[src/rtl/aes_block_cipher_unit_assert.svh]
// Assertion macros for the AES block cipher unit
`ifndef AES_BLOCK_CIPHER_UNIT_ASSERT_SVH
`define AES_BLOCK_CIPHER_UNIT_ASSERT_SVH
// implication checked on every rising clock edge outside reset
`define AES_ASSERT_IMPLY(label, clk, rst, pre, post) \
   label: assert property (@(posedge clk) disable iff (rst) (pre) |-> (post)) \
      else $error("assertion failed");
// implication checked in the next cycle
`define AES_ASSERT_NEXT(label, clk, rst, pre, post) \
   label: assert property (@(posedge clk) disable iff (rst) (pre) |=> (post)) \
      else $error("assertion failed");
`endif

[src/rtl/aes_pkg.sv]
// Shared types, constants and byte functions for the AES block cipher unit
package aes_pkg;
   localparam int StoreDepth = 60;
   localparam int AddrW = 6;

   localparam logic [2:0] CsrKeySize = 3'd0;
   localparam logic [2:0] CsrKey0 = 3'd1;
   localparam logic [2:0] CsrKey1 = 3'd2;
   localparam logic [2:0] CsrKey2 = 3'd3;
   localparam logic [2:0] CsrKey3 = 3'd4;

   localparam logic CmdEncrypt = 1'b0;
   localparam logic CmdDecrypt = 1'b1;

   // controller commands to the datapath
   typedef struct packed {
      logic key_load;     // copy key registers into first schedule words
      logic key_step;     // compute and store one schedule word
      logic blk_load;     // load state from input and request first round key
      logic rnd_step;     // apply one round (key word group already read)
      logic rnd_first;    // initial key addition only
      logic rnd_last;     // final round without MixColumns
      logic rsp_load;     // move state to output register
      logic [AddrW-1:0] key_idx;  // schedule word being written
      logic [3:0] rnd_idx;        // round key group to read
   } ctl_type;

   // datapath status to the controller
   typedef struct packed {
      logic       dec;
      logic [3:0] nr;
      logic [3:0] nk;
   } sts_type;

   function automatic logic [7:0] sbox(input logic [7:0] a);
      logic [7:0] t [256];
      t = '{
      8'h63,8'h7C,8'h77,8'h7B,8'hF2,8'h6B,8'h6F,8'hC5,8'h30,8'h01,8'h67,8'h2B,8'hFE,8'hD7,8'hAB,8'h76,
      8'hCA,8'h82,8'hC9,8'h7D,8'hFA,8'h59,8'h47,8'hF0,8'hAD,8'hD4,8'hA2,8'hAF,8'h9C,8'hA4,8'h72,8'hC0,
      8'hB7,8'hFD,8'h93,8'h26,8'h36,8'h3F,8'hF7,8'hCC,8'h34,8'hA5,8'hE5,8'hF1,8'h71,8'hD8,8'h31,8'h15,
      8'h04,8'hC7,8'h23,8'hC3,8'h18,8'h96,8'h05,8'h9A,8'h07,8'h12,8'h80,8'hE2,8'hEB,8'h27,8'hB2,8'h75,
      8'h09,8'h83,8'h2C,8'h1A,8'h1B,8'h6E,8'h5A,8'hA0,8'h52,8'h3B,8'hD6,8'hB3,8'h29,8'hE3,8'h2F,8'h84,
      8'h53,8'hD1,8'h00,8'hED,8'h20,8'hFC,8'hB1,8'h5B,8'h6A,8'hCB,8'hBE,8'h39,8'h4A,8'h4C,8'h58,8'hCF,
      8'hD0,8'hEF,8'hAA,8'hFB,8'h43,8'h4D,8'h33,8'h85,8'h45,8'hF9,8'h02,8'h7F,8'h50,8'h3C,8'h9F,8'hA8,
      8'h51,8'hA3,8'h40,8'h8F,8'h92,8'h9D,8'h38,8'hF5,8'hBC,8'hB6,8'hDA,8'h21,8'h10,8'hFF,8'hF3,8'hD2,
      8'hCD,8'h0C,8'h13,8'hEC,8'h5F,8'h97,8'h44,8'h17,8'hC4,8'hA7,8'h7E,8'h3D,8'h64,8'h5D,8'h19,8'h73,
      8'h60,8'h81,8'h4F,8'hDC,8'h22,8'h2A,8'h90,8'h88,8'h46,8'hEE,8'hB8,8'h14,8'hDE,8'h5E,8'h0B,8'hDB,
      8'hE0,8'h32,8'h3A,8'h0A,8'h49,8'h06,8'h24,8'h5C,8'hC2,8'hD3,8'hAC,8'h62,8'h91,8'h95,8'hE4,8'h79,
      8'hE7,8'hC8,8'h37,8'h6D,8'h8D,8'hD5,8'h4E,8'hA9,8'h6C,8'h56,8'hF4,8'hEA,8'h65,8'h7A,8'hAE,8'h08,
      8'hBA,8'h78,8'h25,8'h2E,8'h1C,8'hA6,8'hB4,8'hC6,8'hE8,8'hDD,8'h74,8'h1F,8'h4B,8'hBD,8'h8B,8'h8A,
      8'h70,8'h3E,8'hB5,8'h66,8'h48,8'h03,8'hF6,8'h0E,8'h61,8'h35,8'h57,8'hB9,8'h86,8'hC1,8'h1D,8'h9E,
      8'hE1,8'hF8,8'h98,8'h11,8'h69,8'hD9,8'h8E,8'h94,8'h9B,8'h1E,8'h87,8'hE9,8'hCE,8'h55,8'h28,8'hDF,
      8'h8C,8'hA1,8'h89,8'h0D,8'hBF,8'hE6,8'h42,8'h68,8'h41,8'h99,8'h2D,8'h0F,8'hB0,8'h54,8'hBB,8'h16};
      return t[a];
   endfunction

   function automatic logic [7:0] isbox(input logic [7:0] a);
      logic [7:0] t [256];
      t = '{
      8'h52,8'h09,8'h6A,8'hD5,8'h30,8'h36,8'hA5,8'h38,8'hBF,8'h40,8'hA3,8'h9E,8'h81,8'hF3,8'hD7,8'hFB,
      8'h7C,8'hE3,8'h39,8'h82,8'h9B,8'h2F,8'hFF,8'h87,8'h34,8'h8E,8'h43,8'h44,8'hC4,8'hDE,8'hE9,8'hCB,
      8'h54,8'h7B,8'h94,8'h32,8'hA6,8'hC2,8'h23,8'h3D,8'hEE,8'h4C,8'h95,8'h0B,8'h42,8'hFA,8'hC3,8'h4E,
      8'h08,8'h2E,8'hA1,8'h66,8'h28,8'hD9,8'h24,8'hB2,8'h76,8'h5B,8'hA2,8'h49,8'h6D,8'h8B,8'hD1,8'h25,
      8'h72,8'hF8,8'hF6,8'h64,8'h86,8'h68,8'h98,8'h16,8'hD4,8'hA4,8'h5C,8'hCC,8'h5D,8'h65,8'hB6,8'h92,
      8'h6C,8'h70,8'h48,8'h50,8'hFD,8'hED,8'hB9,8'hDA,8'h5E,8'h15,8'h46,8'h57,8'hA7,8'h8D,8'h9D,8'h84,
      8'h90,8'hD8,8'hAB,8'h00,8'h8C,8'hBC,8'hD3,8'h0A,8'hF7,8'hE4,8'h58,8'h05,8'hB8,8'hB3,8'h45,8'h06,
      8'hD0,8'h2C,8'h1E,8'h8F,8'hCA,8'h3F,8'h0F,8'h02,8'hC1,8'hAF,8'hBD,8'h03,8'h01,8'h13,8'h8A,8'h6B,
      8'h3A,8'h91,8'h11,8'h41,8'h4F,8'h67,8'hDC,8'hEA,8'h97,8'hF2,8'hCF,8'hCE,8'hF0,8'hB4,8'hE6,8'h73,
      8'h96,8'hAC,8'h74,8'h22,8'hE7,8'hAD,8'h35,8'h85,8'hE2,8'hF9,8'h37,8'hE8,8'h1C,8'h75,8'hDF,8'h6E,
      8'h47,8'hF1,8'h1A,8'h71,8'h1D,8'h29,8'hC5,8'h89,8'h6F,8'hB7,8'h62,8'h0E,8'hAA,8'h18,8'hBE,8'h1B,
      8'hFC,8'h56,8'h3E,8'h4B,8'hC6,8'hD2,8'h79,8'h20,8'h9A,8'hDB,8'hC0,8'hFE,8'h78,8'hCD,8'h5A,8'hF4,
      8'h1F,8'hDD,8'hA8,8'h33,8'h88,8'h07,8'hC7,8'h31,8'hB1,8'h12,8'h10,8'h59,8'h27,8'h80,8'hEC,8'h5F,
      8'h60,8'h51,8'h7F,8'hA9,8'h19,8'hB5,8'h4A,8'h0D,8'h2D,8'hE5,8'h7A,8'h9F,8'h93,8'hC9,8'h9C,8'hEF,
      8'hA0,8'hE0,8'h3B,8'h4D,8'hAE,8'h2A,8'hF5,8'hB0,8'hC8,8'hEB,8'hBB,8'h3C,8'h83,8'h53,8'h99,8'h61,
      8'h17,8'h2B,8'h04,8'h7E,8'hBA,8'h77,8'hD6,8'h26,8'hE1,8'h69,8'h14,8'h63,8'h55,8'h21,8'h0C,8'h7D};
      return t[a];
   endfunction

   // multiply by x in GF(2^8)
   function automatic logic [7:0] xt(input logic [7:0] a);
      return {a[6:0], 1'b0} ^ (a[7] ? 8'h1B : 8'h00);
   endfunction

   // forward MixColumns on one column, first byte in top bits
   function automatic logic [31:0] mix_fwd(input logic [31:0] c);
      logic [7:0] a0, a1, a2, a3;
      a0 = c[31:24]; a1 = c[23:16]; a2 = c[15:8]; a3 = c[7:0];
      return {xt(a0) ^ xt(a1) ^ a1 ^ a2 ^ a3,
              a0 ^ xt(a1) ^ xt(a2) ^ a2 ^ a3,
              a0 ^ a1 ^ xt(a2) ^ xt(a3) ^ a3,
              xt(a0) ^ a0 ^ a1 ^ a2 ^ xt(a3)};
   endfunction

   // inverse MixColumns: premultiply then forward mix
   function automatic logic [31:0] mix_inv(input logic [31:0] c);
      logic [7:0] u, v;
      u = xt(xt(c[31:24] ^ c[15:8]));
      v = xt(xt(c[23:16] ^ c[7:0]));
      return mix_fwd({c[31:24] ^ u, c[23:16] ^ v, c[15:8] ^ u, c[7:0] ^ v});
   endfunction

   function automatic logic [31:0] sub_word(input logic [31:0] w);
      return {sbox(w[31:24]), sbox(w[23:16]), sbox(w[15:8]), sbox(w[7:0])};
   endfunction
endpackage

[src/rtl/aes_ctrl.sv]
// Controller state machine: key expansion sequencing and round sequencing
module aes_ctrl (
   input  logic             clock,
   input  logic             reset,
   input  logic             csr_write,
   input  logic             req_tvalid,
   input  logic             req_cmd,
   output logic             req_tready,
   output logic             rsp_tvalid,
   input  logic             rsp_tready,
   input  aes_pkg::sts_type sts,
   output aes_pkg::ctl_type ctl
);
   import aes_pkg::*;

   typedef enum logic [4:0] {
      ST_IDLE = 5'b00001,
      ST_KEXP = 5'b00010,
      ST_FIRST = 5'b00100,
      ST_ROUND = 5'b01000,
      ST_DONE = 5'b10000
   } state_type;

   state_type state_ff, state_in;
   logic [AddrW-1:0] kidx_ff, kidx_in;
   logic [3:0] rcnt_ff, rcnt_in;
   logic kload_ff, kload_in;
   logic rv_ff, rv_in;
   logic [AddrW-1:0] total;

   // schedule length 4*(nr+1)
   assign total = AddrW'({sts.nr, 2'b00} + 6'd4);

   // next state and commands; the round key group is read in the cycle before its use
   always_comb begin
      state_in = state_ff;
      kidx_in = kidx_ff;
      rcnt_in = rcnt_ff;
      kload_in = 1'b0;
      rv_in = rv_ff;
      ctl = '0;
      ctl.key_idx = kidx_ff;
      if (rv_ff && rsp_tready) begin
         rv_in = 1'b0;
      end
      case (state_ff)
         ST_IDLE: begin
            // group for the initial key addition of the block on offer
            ctl.rnd_idx = (req_cmd == CmdDecrypt) ? sts.nr : 4'd0;
            if (csr_write) begin
               kload_in = 1'b1;
            end else if (kload_ff) begin
               ctl.key_load = 1'b1;
               kidx_in = AddrW'(sts.nk);
               state_in = ST_KEXP;
            end else if (req_tvalid) begin
               ctl.blk_load = 1'b1;
               rcnt_in = 4'd0;
               state_in = ST_FIRST;
            end
         end
         ST_KEXP: begin
            if (csr_write) begin
               kload_in = 1'b1;
               state_in = ST_IDLE;
            end else begin
               ctl.key_step = 1'b1;
               kidx_in = kidx_ff + 1'b1;
               if (kidx_ff == total - 1'b1) begin
                  state_in = ST_IDLE;
               end
            end
         end
         ST_FIRST: begin
            ctl.rnd_first = 1'b1;
            ctl.rnd_step = 1'b1;
            rcnt_in = 4'd1;
            ctl.rnd_idx = sts.dec ? 4'(sts.nr - rcnt_in) : rcnt_in;
            state_in = ST_ROUND;
         end
         ST_ROUND: begin
            ctl.rnd_step = 1'b1;
            ctl.rnd_last = (rcnt_ff == sts.nr);
            rcnt_in = rcnt_ff + 1'b1;
            if (rcnt_ff == sts.nr) begin
               state_in = ST_DONE;
            end else begin
               ctl.rnd_idx = sts.dec ? 4'(sts.nr - rcnt_in) : rcnt_in;
            end
         end
         ST_DONE: begin
            if (!rv_ff || rsp_tready) begin
               ctl.rsp_load = 1'b1;
               rv_in = 1'b1;
               state_in = ST_IDLE;
            end
         end
         default: state_in = ST_IDLE;
      endcase
   end

   assign req_tready = (state_ff == ST_IDLE) && !csr_write && !kload_ff;
   assign rsp_tvalid = rv_ff;

   always_ff @(posedge clock) begin
      if (reset) begin
         state_ff <= ST_IDLE;
         kidx_ff <= '0;
         rcnt_ff <= '0;
         kload_ff <= 1'b0;
         rv_ff <= 1'b0;
      end else begin
         state_ff <= state_in;
         kidx_ff <= kidx_in;
         rcnt_ff <= rcnt_in;
         kload_ff <= kload_in;
         rv_ff <= rv_in;
      end
   end
endmodule

[config.mk]
export PLATFORM = sky130hd
export DESIGN_NAME = aes_ctrl
export DESIGN_NICKNAME = d
export VERILOG_FILES = /design/src/rtl/aes_block_cipher_unit_assert.svh /design/src/rtl/aes_pkg.sv /design/src/rtl/aes_ctrl.sv
export SDC_FILE = /design/constraint.sdc
export NUM_CORES = 1
export LEC_CHECK = 0
export BUFFER_PORTS_ARGS = -buffer_cell sky130_fd_sc_hd__clkbuf_2
export CORE_MARGIN = 4
export CORE_UTILIZATION = 47
export CTS_BUF_LIST = sky130_fd_sc_hd__clkbuf_8
export DETAILED_ROUTE_END_ITERATION = 12
export PLACE_DENSITY = 0.84
export SLEW_MARGIN = 25
export SYNTH_ARGS = -nofsm -noshare
export SYNTH_HDL_FRONTEND = slang
export SYNTH_SLANG_ARGS = --single-unit
[constraint.sdc]
create_clock -name clock -period 2.7 [get_ports clock]
set_input_delay 0.405 -clock clock [delete_from_list [all_inputs] [get_ports clock]]
set_output_delay 0.405 -clock clock [all_outputs]
set_load 0.02 [all_outputs]
==> results of run 1 <==
[power by group through the flow]
stage | Sequential (W) | Clock [W] | Combinational (W)
after floorplan | 0.000275 | 0 | 0.000101
after global placement | 0.000273 | 0 | 0.000139
after detailed placement | 0.000274 | 0 | 0.000143
after CTS | 0.000268 | 0.000189 | 0.000146
after global routing | 0.000268 | 0.000204 | 0.000170
final | 0.000267 | 0.000188 | 0.000154
[state kept, by name (all words and copies together) (netlist names)]
name	count
kidx_ff	6
state_ff	5
kload_ff	1
rsp_tvalid	1
rcnt_ff	4
[worst max-delay path, delay by kind of cell (launching register included)]
kind	cells	cell delay, ns
AND/OR/NAND/NOR	3	0.45
adder cells (fa/ha/maj)	2	0.50
flip-flops	1	0.36
buffers and inverters	2	0.22
AO/OA/AOI/OAI	2	0.43
[worst paths after layout]
check | start | endpoint | slack, ns | depth (start not counted)
worst max-delay path | rcnt_ff[0]$_SDFFE_PP0P_ | ctl[3] | 0.08 | 9
worst min register to register | rsp_tvalid$_SDFF_PP0_ | rsp_tvalid$_SDFF_PP0_ | 0.53 | 2
worst min-delay path | sts[0] | kidx_ff[0]$_SDFFE_PP0P_ | 0.41 | 3
worst max register to register | state_ff[2]$_SDFFE_PP0P_ | kidx_ff[0]$_SDFFE_PP0P_ | 0.88 | 5
[per-stage QoR]
| stage | total power (W) | area, um^2 |
|---|---|---|
| after floorplan | 0.000376 | 1280 |
| after global placement | 0.000412 | 1450 |
| after detailed placement | 0.000417 | 1450 |
| after CTS | 0.000604 | 1540 |
| after global routing | 0.000643 | 1570 |
| final | 0.000610 | 1570 |
[layer usage]
layer	track usage (%)	vias up	share of wire [%]
li1	-	622	-
met1	26.6	592	46
met2	33.2	32	48
met3	3.02	5	4.8
met4	9.81	0	1.4
met5	0	-	0
[synth_stat cells, types with 2 or more instances]
cell type,number,area (um^2)
a21o_1,2,15.0
a21oi_1,12,60.1
a21oi_2,2,17.5
a22oi_1,2,15.0
a311oi_1,2,17.5
a31oi_1,2,12.5
and2_1,5,31.3
buf_2,2,10.0
clkbuf_1,4,15.0
dfxtp_1,17,340
ha_1,5,62.6
inv_1,5,18.8
nand2_1,9,33.8
nand2b_1,4,25.0
nand3_1,5,25.0
nand3b_1,2,15.0
nor2_1,13,48.8
nor2b_1,5,31.3
nor3_1,4,20.0
nor3b_1,4,30.0
o21ai_0,10,50.1
o2bb2ai_1,2,17.5
o31ai_1,2,15.0
xnor2_1,6,52.6
xor2_1,7,61.3
[final cells by class]
type | count | area (um^2)
clock buffers | 3 | 41.3
repair buffers | 36 | 190
inverters | 5 | 21.3
well taps | 30 | 37.5
clock inverters | 1 | 3.75
flip-flops and latches | 17 | 348
fillers | 232 | 971
multi-input cells | 126 | 932
[logic make-up after synthesis]
logic type / synth area share (%)
AOI/OAI and AO/OA: 23.1
DFF: 26.6
muxes: 1.67
buffers and inverters: 4.02
xor gates and xnor gates: 8.91
adders and majority gates: 6.46
and+or+nand+nor: 29.2
[what timing repair did]
item | 4_1_cts | 5_1_grt
gates resized for setup | 6 | 9
setup endpoints to repair | 1 | 1
buffers inserted | 3 | 0
pin swaps | 5 | 6
==> flow_summary.toml, run 1 <==
[grt]
grt_max_degree = 17
grt_use_total_pct = 20.6
grt_pass1_wl_um = 5720
grt_pass1_vias = 1265
grt_antenna_before_repair = 0
grt_overflow_total = 0

[detailed_routing]
drt-vias-per-instance = 5.74
route.vias.total = 1251
wl_um = 3360
drt_first_iter_violations = 73
ant_nets = 0
drc = 0
wire_per_inst_um = 15.4
dr.pass1.iters = 4

[cells_and_area]
final_common_cell = "clkbuf_2"
diodes = 0
num-nets-final = 210
synthToLayoutAreaGrowth_pct = 23.2
final_util_pct = 61.8
drive_above_1_share_pct = 29.8
final_cell_mix = "clkbuf_2, dfxtp_1, nor2_1"
instances_no_fill = 218

[pwr]
p_comb_share_pct = 25.3
p_int_w = 0.000420
irDropWorstVdd_v = 0.000333
p_leak_nw = 0.662
power-per-cell-area_mw_per_mm2 = 388
p_seq_share_pct = 43.8
p_sw_w = 0.000190
clockPowerShare_pct = 30.9
swShare_pct = 31.2

[yosys]
syn_area_per_cell_um2 = 8.24
yosysWarnings = 0
synth.distinct_cells = 47
synthArstFlopShare_pct = 0
ys_seq_area_share_pct = 26.6
yosys_register_bits = 17
synthesis.nets = 176
synth_edf_count = 0
synth_cells = 155
synth_ff_type = "dfxtp_1"
synthesis.area_mm2 = 0.00128

[setup_path]
crit_path_max_fanout = 5
cp_common_cell = "ha_4"
critPathSlowestCell = "dfxtp_4"
max_stage_delay_ns = 0.36
crit_chain = "ha_4 > inv_4 > ha_4 > nor2b_4 > o31ai_4 > nand3_1 > and4_1 > o31ai_1 > buf_4"
critPathRequiredTime_ns = 2.30
worst_ep_arrival_time_ns = 2.22
end_kind = "output pin"
crit_type = "register to output pin"
cp-start-kind = "register"

[clocking]
numCtsBuffers = 3
clock_sinks = 17
cts-root-buf = "clkbuf_8"
clock_path_buffers = 2
clock_latency_ns = 0.26
htree_levels = 1
cts_tree = "done"
path_clk_slew_ns = 0.07
hold_buffers = 0

[placement]
place_ws_ns = 0.0660
dp.cells = 211
place_hpwl_um = 2370
port_buffers = 33
routabilityCongestion = 0.877

[floorplanning]
die_w_um = 60.1
dieArea_mm2 = 0.00362
core_mm2 = 0.00254
ioPinCount = 34
die_h_um = 60.1
start_util_pct = 50.2
rows = 18

[timing]
tightest_slew_ns = 0.559
hold_ws_ns = 0.411
max_freq_ghz = 0.382
slew_violations = 0
finalSetupViolCount = 0
finalHoldViolCount = 0
fin_ws_ns = 0.0798
rsz0062_at_grt = "true"
finalCritPeriodShare_pct = 97.0
fin_skew_ns = 0.00846
period_needed_ns = 2.62
fin_tns_setup_ns = 0
slew_headroom_pct = 62.6

[min_path]
hp-class = "primary input to register"

[run]
drv_cap = 0

[run_status]
run_status = "completed"
(Power assumes the default switching activity.)
==> run 2, diff against run 1 <==
--- a/config.mk
+++ b/config.mk
@@ -10,6 +10,7 @@
 export CORE_UTILIZATION = 47
 export CTS_BUF_LIST = sky130_fd_sc_hd__clkbuf_8
 export DETAILED_ROUTE_END_ITERATION = 12
+export MAX_ROUTING_LAYER = met4
 export PLACE_DENSITY = 0.84
 export SLEW_MARGIN = 25
 export SYNTH_ARGS = -nofsm -noshare
==> flow_summary.toml, run 2 (synthesis gave the netlist of run 1 again) <==
[setup_path]
crit_type = "register to output pin"
critPathSlowestCell = "dfxtp_4"
critPathTopFamily = "compound AO/OA/AOI/OAI gates"
cp-start-kind = "register"
r2r_cells = 5
max_stage_delay_ns = 0.37
r2r-start = "state_ff[2]$_SDFFE_PP0P_"
cp_common_cell = "ha_4"
r2r_end = "kidx_ff[0]$_SDFFE_PP0P_"
crit_path_max_fanout = 4
crit_chain = "ha_4 > inv_2 > ha_4 > nor2b_4 > o21ai_1 > a21o_1 > and4_1 > o31ai_1 > buf_4"
worst_ep_arrival_time_ns = 2.22
regToRegSetupSlack_ns = 0.91
critPathRequiredTime_ns = 2.30
cp.buffers_inverters = 2
end_kind = "output pin"

[grt]
grt_overflow_total = 0
grt_use_total_pct = 20.3
grt_pass1_wl_um = 5440
grt_max_degree = 17
grt_pass1_vias = 1286
grt_antenna_before_repair = 0

[floorplanning]
start_util_pct = 50.2
rows = 18
die_w_um = 60.1
die_h_um = 60.1
dieArea_mm2 = 0.00362
core_mm2 = 0.00254
ioPinCount = 34

[pwr]
p_int_w = 0.000420
p_seq_share_pct = 44.1
p_leak_nw = 0.652
p_sw_w = 0.000188
clockPowerShare_pct = 30.4
p_comb_share_pct = 25.5
irDropWorstVdd_v = 0.000415
swShare_pct = 30.9
p_total_w = 0.000608
power-per-cell-area_mw_per_mm2 = 390

[timing]
finalCritPeriodShare_pct = 97.2
finalHoldViolCount = 0
tightest_slew_ns = 0.573
fin_tns_setup_ns = 0
hold_ws_ns = 0.426
finalSetupViolCount = 0
rsz0062_at_grt = "false"
period_needed_ns = 2.62
slew_headroom_pct = 61.7
fin_ws_ns = 0.0767
fin_skew_ns = 0.00152
slew_violations = 0
max_freq_ghz = 0.381

[cells_and_area]
final_cell_mix = "clkbuf_2, dfxtp_1, nor2_1"
fillers = 246
final_area_mm2 = 0.00156
largest_reg_flops = 6
num-nets-final = 208
diodes = 0
regMostFlops = "kidx_ff"
top_regs = "kidx_ff: 6 flops, state_ff: 5 flops, rcnt_ff: 4 flops"
drive_above_1_share_pct = 29.6
final_common_cell = "clkbuf_2"
synthToLayoutAreaGrowth_pct = 22.0

[detailed_routing]
drt_first_iter_violations = 35
drc = 0
wire_per_inst_um = 15.3
ant_nets = 0
route.vias.total = 1276
dr.pass1.iters = 4
drt-vias-per-instance = 5.91
wl_um = 3310

[placement]
place_hpwl_um = 2530
place_ws_ns = 0.0770
routabilityCongestion = 0.886
dpl_cell_area_mm2 = 0.00145
port_buffers = 33

[clocking]
clock_path_buffers = 2
cts-root-buf = "clkbuf_8"
path_clk_slew_ns = 0.06
numCtsBuffers = 3
hold_buffers = 0
cts_tree = "done"
clock_sinks = 17
htree_levels = 1
clock_latency_ns = 0.25

[min_path]
worstHoldPathCells = 3
hp-class = "primary input to register"
min-delay-start = "sts[0]"
hold_end = "kidx_ff[0]$_SDFFE_PP0P_"

[run]
drv_cap = 0

[run_status]
run_status = "completed"
run 2: cell count changes in the layout (fill, tap and decap cells not counted):
cell,before,now
buf_4,4,2
dfxtp_2,0,1
dfxtp_4,2,1
inv_2,0,1
inv_4,1,0
nand3_1,5,4
nand3_2,0,1
run 2: per-stage QoR:
stage               util, %  instances
floorplan                 -        155
global placement       56.9        211
detailed placement     56.9        211
CTS                    59.9        216
global route           61.3        216
finish                 61.3        216
run 2: how the worst max path moves through the flow:
stage / from / endpoint / slack (ns) / cells past startpoint
2_1_floorplan: rcnt_ff[0]$_SDFFE_PP0P_ / ctl[3] / 0.08 / 8
3_3_place_gp: rcnt_ff[0]$_SDFFE_PP0P_ / ctl[3] / 0.21 / 9
3_5_place_dp: rcnt_ff[1]$_SDFFE_PP0P_ / ctl[3] / 0.08 / 9
4_1_cts: rcnt_ff[1]$_SDFFE_PP0P_ / ctl[3] / 0.002 / 9
5_1_grt: rcnt_ff[1]$_SDFFE_PP0P_ / ctl[3] / 0.0008 / 9
6_report: rcnt_ff[1]$_SDFFE_PP0P_ / ctl[3] / 0.08 / 9
run 2: routing by layer:
layer | up-vias | part of all wire [%] | GRT usage (%)
met2 | 42 | 50 | 33.6
met3 | 4 | 5.5 | 3.24
li1 | 621 | - | -
met1 | 609 | 44 | 23.6
met5 | - | 0 | -
met4 | 0 | 1.2 | 9.81
run 2: timing repair:
item,CTS,global route
buffers inserted,1,0
pin swaps,5,6
endpoints found under the setup margin,1,1
gates resized for setup,6,8
run 2: area by class of cell:
type	count	area (um^2)	share of cell area, %
sequential	17	345	22.2
inverter	5	18.8	1.20
clock inverter	1	3.75	0.241
multi-input combinational	126	937	60.1
timing repair buffer	34	175	11.2
tap	30	37.5	2.41
clock buffer	3	41.3	2.65
run 2: worst reg2reg max path: stages (launching register included):
cell and delay (ns):
dfxtp_1 0.36, nor4_2 0.38, nand2_2 0.27, a21oi_2 0.33
a21oi_1 0.10, a311oi_1 0.25
run 2: power by group through the flow:
stage,logic (W),registers (W),clock network (W)
detailed placement,0.000145,0.000274,0
finish,0.000155,0.000268,0.000184
floorplan,0.000101,0.000275,0
global placement,0.000139,0.000273,0
global route,0.000170,0.000269,0.000197
CTS,0.000148,0.000268,0.000189
